==> src/rtl/brf_pkg.sv <==
// shared types and constants of the banked register file
package brf_pkg;

	localparam logic [4:0] MODE_USR  = 5'h10;
	localparam logic [4:0] MODE_FAST = 5'h11;
	localparam logic [4:0] MODE_INTR = 5'h12;
	localparam logic [4:0] MODE_SVC  = 5'h13;
	localparam logic [4:0] MODE_ABT  = 5'h17;
	localparam logic [4:0] MODE_UND  = 5'h1B;
	localparam logic [4:0] MODE_SYS  = 5'h1F;

	localparam logic [31:0] RESET_SP_USR = 32'h0300_7F00;
	localparam logic [31:0] RESET_SP_IRQ = 32'h0300_7FA0;
	localparam logic [31:0] RESET_SP_SVC = 32'h0300_7FE0;
	localparam logic [31:0] RESET_PC     = 32'h0800_0000;

	localparam logic [3:0] REG_FIQ_FIRST = 4'd8;
	localparam logic [3:0] REG_SP        = 4'd13;
	localparam logic [3:0] REG_LR        = 4'd14;
	localparam logic [3:0] REG_PC        = 4'd15;

	localparam int QUEUE_DEPTH = 2;

	typedef enum logic [3:0] {
		COND_EQ = 4'd0,
		COND_NE = 4'd1,
		COND_CS = 4'd2,
		COND_CC = 4'd3,
		COND_MI = 4'd4,
		COND_PL = 4'd5,
		COND_VS = 4'd6,
		COND_VC = 4'd7,
		COND_HI = 4'd8,
		COND_LS = 4'd9,
		COND_GE = 4'd10,
		COND_LT = 4'd11,
		COND_GT = 4'd12,
		COND_LE = 4'd13,
		COND_AL = 4'd14,
		COND_NV = 4'd15
	} cond_code_t;

	typedef enum logic [2:0] {
		OP_READ_REG    = 3'd0,
		OP_WRITE_REG   = 3'd1,
		OP_READ_SAVED  = 3'd2,
		OP_WRITE_SAVED = 3'd3,
		OP_CHANGE_MODE = 3'd4,
		OP_SET_FLAG    = 3'd5,
		OP_TEST_COND   = 3'd6,
		OP_NONE        = 3'd7
	} brf_op_t;

	typedef struct packed {
		brf_op_t     op;
		logic        banked_op;
		logic        use_current;
		logic [3:0]  reg_index;
		logic [4:0]  bank_mode;
		logic [31:0] write_value;
		logic [3:0]  condition;
		logic [1:0]  flag_select;
		logic        flag_value;
	} brf_item_t;

endpackage

==> src/rtl/brf_front.sv <==
// front end: accepts input beats and classifies them into queue items
module brf_front import brf_pkg::*; (
	input  logic        in_valid,
	output logic        in_stall,
	input  logic [2:0]  mode,
	input  logic [3:0]  reg_index,
	input  logic [4:0]  bank_mode,
	input  logic [31:0] write_value,
	input  logic [3:0]  condition,
	input  logic [1:0]  flag_select,
	input  logic        flag_value,
	input  logic        queue_full,
	output logic        push,
	output brf_item_t   item
);

	brf_op_t op;

	always_comb begin
		case (mode)
			OP_READ_REG:    op = OP_READ_REG;
			OP_WRITE_REG:   op = OP_WRITE_REG;
			OP_READ_SAVED:  op = OP_READ_SAVED;
			OP_WRITE_SAVED: op = OP_WRITE_SAVED;
			OP_CHANGE_MODE: op = OP_CHANGE_MODE;
			OP_SET_FLAG:    op = OP_SET_FLAG;
			OP_TEST_COND:   op = OP_TEST_COND;
			default: op = OP_NONE;
		endcase
	end

	always_comb begin
		item.op          = op;
		item.banked_op   = (op == OP_READ_REG) || (op == OP_WRITE_REG) ||
			(op == OP_READ_SAVED) || (op == OP_WRITE_SAVED) || (op == OP_CHANGE_MODE);
		item.use_current = (bank_mode == 5'd0);
		item.reg_index   = reg_index;
		item.bank_mode   = bank_mode;
		item.write_value = write_value;
		item.condition   = condition;
		item.flag_select = flag_select;
		item.flag_value  = flag_value;
	end

	assign in_stall = queue_full;
	assign push     = in_valid && !queue_full;

endmodule

==> src/rtl/brf_queue.sv <==
// short queue of classified items between front and back
module brf_queue import brf_pkg::*; (
	input  logic      clk,
	input  logic      arst_n,
	input  logic      push,
	input  brf_item_t push_item,
	output logic      full,
	input  logic      pop,
	output logic      not_empty,
	output brf_item_t head
);

	localparam int PTR_W = $clog2(QUEUE_DEPTH);
	localparam int CNT_W = $clog2(QUEUE_DEPTH + 1);

	brf_item_t          entry_q [QUEUE_DEPTH];
	logic [PTR_W-1:0]   wr_ptr_q;
	logic [PTR_W-1:0]   rd_ptr_q;
	logic [CNT_W-1:0]   count_q;

	assign full      = (count_q == CNT_W'(QUEUE_DEPTH));
	assign not_empty = (count_q != '0);
	assign head      = entry_q[rd_ptr_q];

	always_ff @(posedge clk or negedge arst_n) begin
		if (!arst_n) begin
			wr_ptr_q <= '0;
			rd_ptr_q <= '0;
			count_q  <= '0;
		end else begin
			if (push) begin
				wr_ptr_q <= (wr_ptr_q == PTR_W'(QUEUE_DEPTH - 1)) ? '0 : wr_ptr_q + 1'b1;
			end
			if (pop) begin
				rd_ptr_q <= (rd_ptr_q == PTR_W'(QUEUE_DEPTH - 1)) ? '0 : rd_ptr_q + 1'b1;
			end
			if (push && !pop) begin
				count_q <= count_q + 1'b1;
			end else if (pop && !push) begin
				count_q <= count_q - 1'b1;
			end
		end
	end

	always_ff @(posedge clk) begin
		if (push) begin
			entry_q[wr_ptr_q] <= push_item;
		end
	end

endmodule

==> src/rtl/brf_back.sv <==
// back end: banked registers, status word, mode change and condition test
module brf_back import brf_pkg::*; (
	input  logic        clk,
	input  logic        arst_n,
	input  logic        item_valid,
	input  brf_item_t   item,
	output logic        pop,
	output logic        out_valid,
	input  logic        out_stall,
	output logic [31:0] read_value,
	output logic        cond_passed,
	output logic        bad_mode,
	output logic        privileged
);

	logic [31:0] low_regs_q [13];
	logic [31:0] fiq_high_q [5];
	logic [31:0] sp_lr_q    [12];
	logic [31:0] pc_q;
	logic [31:0] status_q;
	logic [31:0] saved_q    [5];
	logic [4:0]  cur_mode_q;

	logic        out_valid_q;
	logic [31:0] read_value_q;
	logic        cond_passed_q;
	logic        bad_mode_q;
	logic        privileged_q;

	logic [4:0]  eff;
	logic        bank_ok;
	logic [2:0]  bank;
	logic        bad;
	logic        is_low;
	logic        is_fiq_high;
	logic        is_pc;
	logic [3:0]  sp_idx;
	logic [2:0]  saved_idx;
	logic [31:0] reg_rd;
	logic [31:0] status_rd;
	logic [31:0] rd;
	logic        pass;
	logic [4:0]  next_mode;
	logic        do_mode;

	function automatic logic cond_holds(input logic [3:0] c, input logic n,
		input logic z, input logic cf, input logic v);
		logic res;
		case (c)
			COND_EQ: res = z;
			COND_NE: res = !z;
			COND_CS: res = cf;
			COND_CC: res = !cf;
			COND_MI: res = n;
			COND_PL: res = !n;
			COND_VS: res = v;
			COND_VC: res = !v;
			COND_HI: res = cf && !z;
			COND_LS: res = !cf || z;
			COND_GE: res = (n == v);
			COND_LT: res = (n != v);
			COND_GT: res = !z && (n == v);
			COND_LE: res = z || (n != v);
			COND_AL: res = 1'b1;
			default: res = 1'b0;
		endcase
		return res;
	endfunction

	assign pop = item_valid && (!out_valid_q || !out_stall);

	always_comb begin
		eff = item.use_current ? cur_mode_q : item.bank_mode;
		bank_ok = 1'b1;
		case (eff)
			MODE_USR, MODE_SYS: bank = 3'd0;
			MODE_FAST:          bank = 3'd1;
			MODE_INTR:          bank = 3'd2;
			MODE_SVC:           bank = 3'd3;
			MODE_ABT:           bank = 3'd4;
			MODE_UND:           bank = 3'd5;
			default: begin
				bank    = 3'd0;
				bank_ok = 1'b0;
			end
		endcase
		bad         = item.banked_op && !bank_ok;
		is_low      = (item.reg_index < REG_SP);
		is_fiq_high = is_low && (item.reg_index >= REG_FIQ_FIRST) && (eff == MODE_FAST);
		is_pc       = (item.reg_index == REG_PC);
		sp_idx      = {bank, item.reg_index == REG_LR};
		saved_idx   = bank - 3'd1;

		if (is_fiq_high) begin
			reg_rd = fiq_high_q[item.reg_index[2:0]];
		end else if (is_low) begin
			reg_rd = low_regs_q[item.reg_index];
		end else if (is_pc) begin
			reg_rd = pc_q;
		end else if (bank_ok) begin
			reg_rd = sp_lr_q[sp_idx];
		end else begin
			reg_rd = '0;
		end

		if (!bank_ok) begin
			status_rd = '0;
		end else if (bank == 3'd0) begin
			status_rd = status_q;
		end else begin
			status_rd = saved_q[saved_idx];
		end

		case (item.op)
			OP_READ_REG:   rd = reg_rd;
			OP_READ_SAVED: rd = status_rd;
			default:       rd = '0;
		endcase

		pass = (item.op == OP_TEST_COND) &&
			cond_holds(item.condition, status_q[31], status_q[30], status_q[29], status_q[28]);

		do_mode   = (item.op == OP_CHANGE_MODE) && bank_ok;
		next_mode = do_mode ? eff : cur_mode_q;
	end

	always_ff @(posedge clk or negedge arst_n) begin
		if (!arst_n) begin
			for (int i = 0; i < 13; i++) begin
				low_regs_q[i] <= '0;
			end
			for (int i = 0; i < 5; i++) begin
				fiq_high_q[i] <= '0;
				saved_q[i]    <= '0;
			end
			for (int i = 0; i < 12; i++) begin
				sp_lr_q[i] <= '0;
			end
			sp_lr_q[0] <= RESET_SP_USR;
			sp_lr_q[4] <= RESET_SP_IRQ;
			sp_lr_q[6] <= RESET_SP_SVC;
			pc_q       <= RESET_PC;
			status_q   <= {27'd0, MODE_SYS};
			cur_mode_q <= MODE_SYS;
		end else if (pop) begin
			case (item.op)
				OP_WRITE_REG: begin
					if (is_fiq_high) begin
						fiq_high_q[item.reg_index[2:0]] <= item.write_value;
					end else if (is_low) begin
						low_regs_q[item.reg_index] <= item.write_value;
					end else if (is_pc) begin
						pc_q <= item.write_value;
					end else if (bank_ok) begin
						sp_lr_q[sp_idx] <= item.write_value;
					end
				end
				OP_WRITE_SAVED: begin
					if (bank_ok) begin
						if (bank == 3'd0) begin
							status_q <= item.write_value;
						end else begin
							saved_q[saved_idx] <= item.write_value;
						end
					end
				end
				OP_CHANGE_MODE: begin
					if (do_mode) begin
						cur_mode_q    <= eff;
						status_q[4:0] <= eff;
					end
				end
				OP_SET_FLAG: begin
					status_q[5'd28 + 5'(item.flag_select)] <= item.flag_value;
				end
				default: begin
				end
			endcase
		end
	end

	always_ff @(posedge clk or negedge arst_n) begin
		if (!arst_n) begin
			out_valid_q <= 1'b0;
		end else if (pop) begin
			out_valid_q <= 1'b1;
		end else if (!out_stall) begin
			out_valid_q <= 1'b0;
		end
	end

	always_ff @(posedge clk) begin
		if (pop) begin
			read_value_q  <= rd;
			cond_passed_q <= pass;
			bad_mode_q    <= bad;
			privileged_q  <= (next_mode != MODE_USR);
		end
	end

	assign out_valid   = out_valid_q;
	assign read_value  = read_value_q;
	assign cond_passed = cond_passed_q;
	assign bad_mode    = bad_mode_q;
	assign privileged  = privileged_q;

endmodule

==> src/rtl/banked_register_file_with_conditions.sv <==
// top level of the banked register file with condition test
//
//  channel | handshake            | beat fields
//  --------+----------------------+--------------------------------------------
//  in      | in_valid / in_stall  | mode reg_index bank_mode write_value
//          |                      | condition flag_select flag_value
//  out     | out_valid / out_stall| read_value cond_passed bad_mode privileged
//
// one beat per cycle sustained while out_stall is low; a result beat passes
// through a queue entry and then the output register
// the back end executes one queued item per cycle into its output register unless out_stall holds it
// reset sets the register file, status word and mode to their architectural reset values at once
// out_stall holds the output register; the two-entry queue then fills and
// raises in_stall
module banked_register_file_with_conditions import brf_pkg::*; (
	input  logic        clk,
	input  logic        arst_n,
	input  logic        in_valid,
	output logic        in_stall,
	input  logic [2:0]  mode,
	input  logic [3:0]  reg_index,
	input  logic [4:0]  bank_mode,
	input  logic [31:0] write_value,
	input  logic [3:0]  condition,
	input  logic [1:0]  flag_select,
	input  logic        flag_value,
	output logic        out_valid,
	input  logic        out_stall,
	output logic [31:0] read_value,
	output logic        cond_passed,
	output logic        bad_mode,
	output logic        privileged
);

	logic      push;
	logic      queue_full;
	logic      queue_not_empty;
	logic      pop;
	brf_item_t front_item;
	brf_item_t head_item;

	brf_front u_front (
		.in_valid    (in_valid),
		.in_stall    (in_stall),
		.mode        (mode),
		.reg_index   (reg_index),
		.bank_mode   (bank_mode),
		.write_value (write_value),
		.condition   (condition),
		.flag_select (flag_select),
		.flag_value  (flag_value),
		.queue_full  (queue_full),
		.push        (push),
		.item        (front_item)
	);

	brf_queue u_queue (
		.clk       (clk),
		.arst_n    (arst_n),
		.push      (push),
		.push_item (front_item),
		.full      (queue_full),
		.pop       (pop),
		.not_empty (queue_not_empty),
		.head      (head_item)
	);

	brf_back u_back (
		.clk         (clk),
		.arst_n      (arst_n),
		.item_valid  (queue_not_empty),
		.item        (head_item),
		.pop         (pop),
		.out_valid   (out_valid),
		.out_stall   (out_stall),
		.read_value  (read_value),
		.cond_passed (cond_passed),
		.bad_mode    (bad_mode),
		.privileged  (privileged)
	);

endmodule
==> config.mk <==
export PLATFORM = sky130hd
export DESIGN_NAME = banked_register_file_with_conditions
export DESIGN_NICKNAME = d
export VERILOG_FILES = /design/src/rtl/brf_pkg.sv /design/src/rtl/brf_front.sv /design/src/rtl/brf_queue.sv /design/src/rtl/brf_back.sv /design/src/rtl/banked_register_file_with_conditions.sv
export SDC_FILE = /design/constraint.sdc
export NUM_CORES = 2
export LEC_CHECK = 0
export BUFFER_PORTS_ARGS = -buffer_cell sky130_fd_sc_hd__buf_2
export CAP_MARGIN = 10
export CORE_ASPECT_RATIO = 0.9
export CORE_MARGIN = 2
export CORE_UTILIZATION = 35
export DETAILED_ROUTE_END_ITERATION = 10
export PLACE_DENSITY = 0.54
export SLEW_MARGIN = 15
export SYNTH_ARGS = -nofsm -noshare
export SYNTH_HDL_FRONTEND = slang
export SYNTH_SLANG_ARGS = --single-unit
==> constraint.sdc <==
create_clock -name clk -period 6.2 [get_ports clk]
set_input_delay 1.86 -clock clk [delete_from_list [all_inputs] [get_ports clk]]
set_output_delay 1.86 -clock clk [all_outputs]
set_load 0.03 [all_outputs]
Word-level counts from Yosys, hierarchy flattened
Memories as Yosys holds them, arrays and structs flattened.
Index checks and enable logic that the tools add are counted.
- register bits after elaboration: 1229
- memories: 1
- output and inout port bits: 37
- bits in writable memories: 106
- input port bits: 55
- memories (name ; words ; bits a word ; read ports ; clocked after memory_dff ; wr ports ; line ; source):
    u_queue.entry_q ; 2 ; 53 ; 1 ; 0 ; 1 ; brf_queue.sv:16 ; brf_item_t entry_q [QUEUE_DEPTH];
- muxes and demuxes: 53
- bitwise logic cells: 8
- magnitude comparators: 12
- add/subtract/negate cells: 6
- equal/unequal tests: 47
- reductions and logical operators: 52
- operators by type and width (kind ; number):
    $mux 32 ; 20
    $bwmux 416 ; 1
    $bwmux 384 ; 1
    $bwmux 160 ; 2
    $bmux 32 s4 ; 2
    $demux 32 s4 ; 2
    $bmux 32 s3 ; 2
    $demux 32 s3 ; 2
    $pmux 32 s2 ; 1
    $pmux 27 s2 ; 1
    $eq 4x4->1 const B ; 9
    $eq 5x5->1 const B ; 7
    $bwmux 32 ; 1
    $eq 3x3->1 const B ; 7
    $pmux 3 s7 ; 1
    $eq 3x2->1 const B ; 6
    $eq 4x3->1 const B ; 4
    $logic_and 1x1->1 ; 16
    $mux 5 ; 3
    $pmux 1 s15 ; 1
    $pmux 3 s5 ; 1
    $pmux 5 s3 ; 1
    $ge 4x4->1 const B ; 3
    $logic_not 3->1 ; 4
    other kinds (37) ; 80

Logic depth before layout (Yosys ltp)
An unclocked memory read counts as a cell.
- depth after elaboration: 13
- depth in mapped cells: 17
- depth with buffers taken out: 10

Modules after synthesis
From an unflattened synthesis, not the netlist that was laid out.
- cell total of the unflattened synthesis: 4404
- area, all modules: 61694.2 um2
- by module, submodules not included (module ; area each (um2) ; instances ; cells each ; sequential area each (um2)):
    brf_back ; 57028.4 ; 1 ; 4167 ; 30883.4
    brf_queue ; 4264.1 ; 1 ; 181 ; 3283.1
    brf_front ; 401.6 ; 1 ; 56 ; 0.0

Worst setup path after synthesis
No wires, ideal clock.
- path type: input port to flip-flop
- start point: input port out_stall
- end point: register u_back.sp_lr_q[354] (netlist bit)
- path buffers: 2
- cell stages on the path: 11
- data arrival time: 4.568 ns
- setup slack: 1.487 ns
- required time: 6.055 ns
- cell sequence: nand2_1 -> o21ai_0 -> inv_1 -> nand2_1 -> nor2_1 -> nand3_2 -> or4_1 -> clkbuf_1 -> clkbuf_1 -> nand2_1 -> o21ai_0
- cells in the longest elaborated chain, start to end: 4
- RTL lines (what ; line ; source):
    start, declared ; banked_register_file_with_conditions.sv:28 ; input logic out_stall,
    $logic_not 1->1 ; brf_back.sv:70 ; assign pop = item_valid && (!out_valid_q || !out_stall);
    $logic_or 1x1->1 ; brf_back.sv:70 ;
    $logic_and 1x1->1 ; brf_back.sv:70 ;
    via pop ; banked_register_file_with_conditions.sv:38 ; logic pop;
    $reduce_and 6->1 (no line) ; - ;
    end signal, assigned by index ; brf_back.sv:155 ; sp_lr_q[sp_idx] <= item.write_value;
    end, declared ; brf_back.sv:18 ; logic [31:0] sp_lr_q [12];
The timed path passes the listed nets, and every way through them passes these cells.
A chain may end at the register's enable or synchronous reset.

Final worst setup path
- start point: register u_queue.rd_ptr_q
- end point: register u_back.saved_q[108] (netlist bit)
- cells in the longest elaborated chain, start to end: 11
- elaborated cells between the ends (all ways): 24
- those cells by class: add/sub (1); order compare (2); eq/ne (8); mux (6); bitwise (2); reduce/logical (4); memory (1)
- RTL lines (what ; line ; source):
    start, declared ; brf_queue.sv:18 ; logic [PTR_W-1:0] rd_ptr_q;
    start signal, assigned ; brf_queue.sv:35 ; rd_ptr_q <= (rd_ptr_q == PTR_W'(QUEUE_DEPTH - 1)) ? '0 : rd_ptr_q + 1'b1;
    $mem_v2 2x53 (*) ; - ;
    $mux 5 ; brf_back.sv:73 ; eff = item.use_current ? cur_mode_q : item.bank_mode;
    $eq 5x5->1 ; brf_back.sv:75 ; case (eff)
    $pmux 3 s5 ; brf_back.sv:75 ;
    $sub 3x1->3 ; brf_back.sv:92 ; saved_idx = bank - 3'd1;
    $not 3->4 (not written as such) ; brf_back.sv:163 ; saved_q[saved_idx] <= item.write_value;
    $ge 4x4->1 (not written as such) / $lt 4x1->1 (equally long branches) ; brf_back.sv:163 ;
    $logic_and 1x1->1 (not written as such) ; brf_back.sv:163 ;
    $mux 32 (not written as such) ; brf_back.sv:163 ;
    $demux 32 s3 ; brf_back.sv:163 ;
    $bwmux 160 ; brf_back.sv:163 ;
    end signal, assigned by index ; brf_back.sv:163 ;
    end, declared ; brf_back.sv:21 ; logic [31:0] saved_q [5];
Mark *: on every way between the ends. The rest lies on a longest branch, timed or not.

==> run metrics <==
DR DRC count 0; cell taking the most area after synthesis dfrtp_1; Setup Fix Bufs, Post-CTS 0; Clock Skew 0.0246 ns; WP data arrival 5.66 ns; vias in the first global route 44700; WL/cell 21.9 um; fin worst setup slack 1.17 ns; synth top area cells dfrtp_1, nand2_1, edfxtp_1; Core Region 0.166 mm^2; Power Dens Cells 458 mW/mm^2; Synth top area share 49.4%; Sink Count 1335; clock-pin slew on the worst setup and hold paths 0.06 ns; maximum root-to-sink buffer count 3; Slew @ Worst Pin 1.25 ns; iteration-0 DRC count of the detailed router 4004; area of the multi-input gates 0.0226 mm^2; TritonCTS Buffers 138; fillers 16500; die height 391 um; final worst-path cycle share 81.1%; most numerous cell in the Yosys netlist nand2_1; cell count after synthesis 6328; crit path capture type register; via count 45700; CTS tree yes; H-Tree Depth 4; layout cell share with drive strength beyond 1 10.6%; Net Sw Frac 39.7%; drt first pass iters 6; # hold bufs at CTS 0; max_cap viols 0; status complete, no violations; Hold Path End u_back.low_regs_q[153]$_DFFE_PN0P_; Site Rows 142; Final HPWL DP 114 mm; post-route ant nets 0; Highest Clock Rate 199 MHz; I/O Buffers 91; clk root buf clkbuf_16; Pins Over Slew Limit 0; Synth top cells by count nand2_1, dfrtp_1, a21oi_1, o21ai_0, nor2_1; Post-Syn Area 0.0584 mm^2; Synth Area per Inst 9.22 um^2; commonest register cell after synthesis dfrtp_1; worst relative slew slack 15.9%; Netlist cell types 78; Startpoint Class register; initial antenna violation count 5; worst endpoint required time 6.83 ns; RD Place Congestion 0.860; first-pass GRT wire length 287 mm; Overflow after GRT 0; Switch Pwr 12000 uW; initial core utilization 35.1%; r2r setup slk 1.17 ns; Pwr Total 30400 uW; syn nets 6386; RR Startpoint u_queue.rd_ptr_q$_DFFE_PN0P_; Critical Path Fanout Max 40; largest net degree at the start of global routing 134; setup TNS 0 ns; P_int 18300 uW; area grow syn2layout 13.7%; RSZ-0062 raised after global routing false; static leakage 0.0282 uW; kind of critical path register to register; sequential share of power 38.0%; final hold vios 0; worst vdd ir 0.335 mV; Hold Path Class register to register; register bit total from synthesis 1335; YS warnings 0; post-synthesis sequential area ratio 58.5%; pre-CTS worst setup slack 1.11 ns; area of the die 0.170 mm^2; routed vias/inst 5.35; Finished Core Util 39.9%; post-CTS sizing 0; Nets 6238; All-Layer GR Usage 22.1%; sequential cell area 0.0342 mm^2; Post-synth EDFFs 141; I/O pin count 92; clock power share 27.7%; WHS Path Cells 2; Clock Latency Late Sink 0.78 ns; worst reg2reg path endpoint u_back.saved_q[108]$_DFFE_PN0P_; Synth async-reset ratio 89.4%; R2R cell count 12; HP Start u_back.low_regs_q[153]$_DFFE_PN0P_; Final min period 5.03 ns; Comb pwr share 34.3%; die width 434 um; setup violators final 0; Routed WL 187 mm
==> through the flow <==
stage | hold slack, ns | area, um^2 | std cells
2_1_floorplan | 0.442 | 58400 | 6328
3_3_place_gp | 0.456 | 61800 | 8271
3_5_place_dp | 0.463 | 61800 | 8272
4_1_cts | 0.477 | 66300 | 8526
5_1_grt | 0.493 | 66300 | 8527
6_report | 0.476 | 66300 | 8531
==> worst max-delay path, stage by stage (launching register included) <==
cell	delay (ns)
dfrtp_4	0.79
mux2_2	0.51
a2111oi_4	0.62
inv_4	0.28
ha_1	0.33
o21ai_1	0.46
nand4_1	0.50
buf_4	0.32
buf_4	0.17
nand2b_2	0.41
buf_12	0.29
nand2_1	0.07
o21ai_0	0.08
==> cell usage in the layout (no fill, tap or decap), types with 41 or more instances in the layout <==
cell / netlist / routed
dfstp_2: 43 / 43
nand3_1: 301 / 300
nor2_1: 592 / 576
mux2i_1: 77 / 41
buf_4: 10 / 156
dfrtp_1: 1151 / 1150
clkbuf_1: 422 / 42
buf_2: 97 / 90
edfxtp_1: 141 / 141
nand2_1: 1404 / 1401
a21oi_1: 815 / 814
clkbuf_16: 0 / 148
a31oi_1: 50 / 50
o21ai_0: 703 / 703
==> registers in the layout, indices dropped and copies added, names as in the netlist <==
name / count
u_back.low_regs_q: 416
u_queue.wr_ptr_q: 1
u_back.bad_mode: 1
u_back.saved_q: 160
u_back.pc_q: 32
u_back.fiq_high_q: 160
u_back.out_valid: 1
u_back.cond_passed: 1
u_back.sp_lr_q: 384
u_queue.entry_q: 106
u_queue.count_q: 2
u_back.read_value: 32
u_back.status_q: 32
u_back.privileged: 1
u_queue.rd_ptr_q: 1
u_back.cur_mode_q: 5
==> power groups by stage <==
stage                     registers (uW)  clock network [uW]  logic (uW)
after floorplan                    11500                   0        5860
after global placement             11600                   0       10300
after detailed placement           11700                   0       10300
after CTS                          11500                8590       10400
after global routing               11700                8980       11300
final                              11500                8420       10400
==> final cells by class <==
type | instances | share of cell area [%]
tap | 2232 | 4.21
antenna | 5 | 0.0189
multi-input combinational | 4418 | 34.0
timing repair buffer | 276 | 3.34
clock inverter | 38 | 0.492
sequential | 1335 | 51.5
clock buffer | 216 | 6.36
inverter | 11 | 0.0660
==> kinds of logic (layout without fill, tap and decap cells) <==
group	after synthesis	in the layout	synth area share, %
xor gates and xnor gates	7	7	0.105
AOI/OAI and AO/OA	1834	1834	17.3
and+or+nand+nor	2451	2451	17.2
buffers and inverters	575	541	3.97
adders and majority gates	4	4	0.0815
other	0	5	0
muxes	122	122	2.77
DFF	1335	1335	58.5
==> metal layers <==
metal,global-route usage [%],up-vias,wire length (um)
li1,-,21500,-
met1,31.9,22800,87700
met2,34.4,1187,84200
met3,3.46,248,10200
met4,6.15,2,4360
met5,0,-,9
==> how the worst max path moves through the flow <==
| stage | cells after the start | startpoint | endpoint | slack, ns |
|---|---|---|---|---|
| global route | 12 | u_queue.rd_ptr_q$_DFFE_PN0P_ | u_back.saved_q[117]$_DFFE_PN0P_ | 0.88 |
| floorplan | 11 | out_stall | u_back.sp_lr_q[354]$_DFFE_PN0P_ | 1.49 |
| CTS | 12 | u_queue.rd_ptr_q$_DFFE_PN0P_ | u_back.saved_q[108]$_DFFE_PN0P_ | 1.24 |
| finish | 12 | u_queue.rd_ptr_q$_DFFE_PN0P_ | u_back.saved_q[108]$_DFFE_PN0P_ | 1.17 |
| global placement | 12 | out_stall | u_back.low_regs_q[370]$_DFFE_PN0P_ | 1.18 |
| detailed placement | 12 | out_stall | u_back.low_regs_q[71]$_DFFE_PN0P_ | 1.11 |
(Power assumes the default switching activity.)
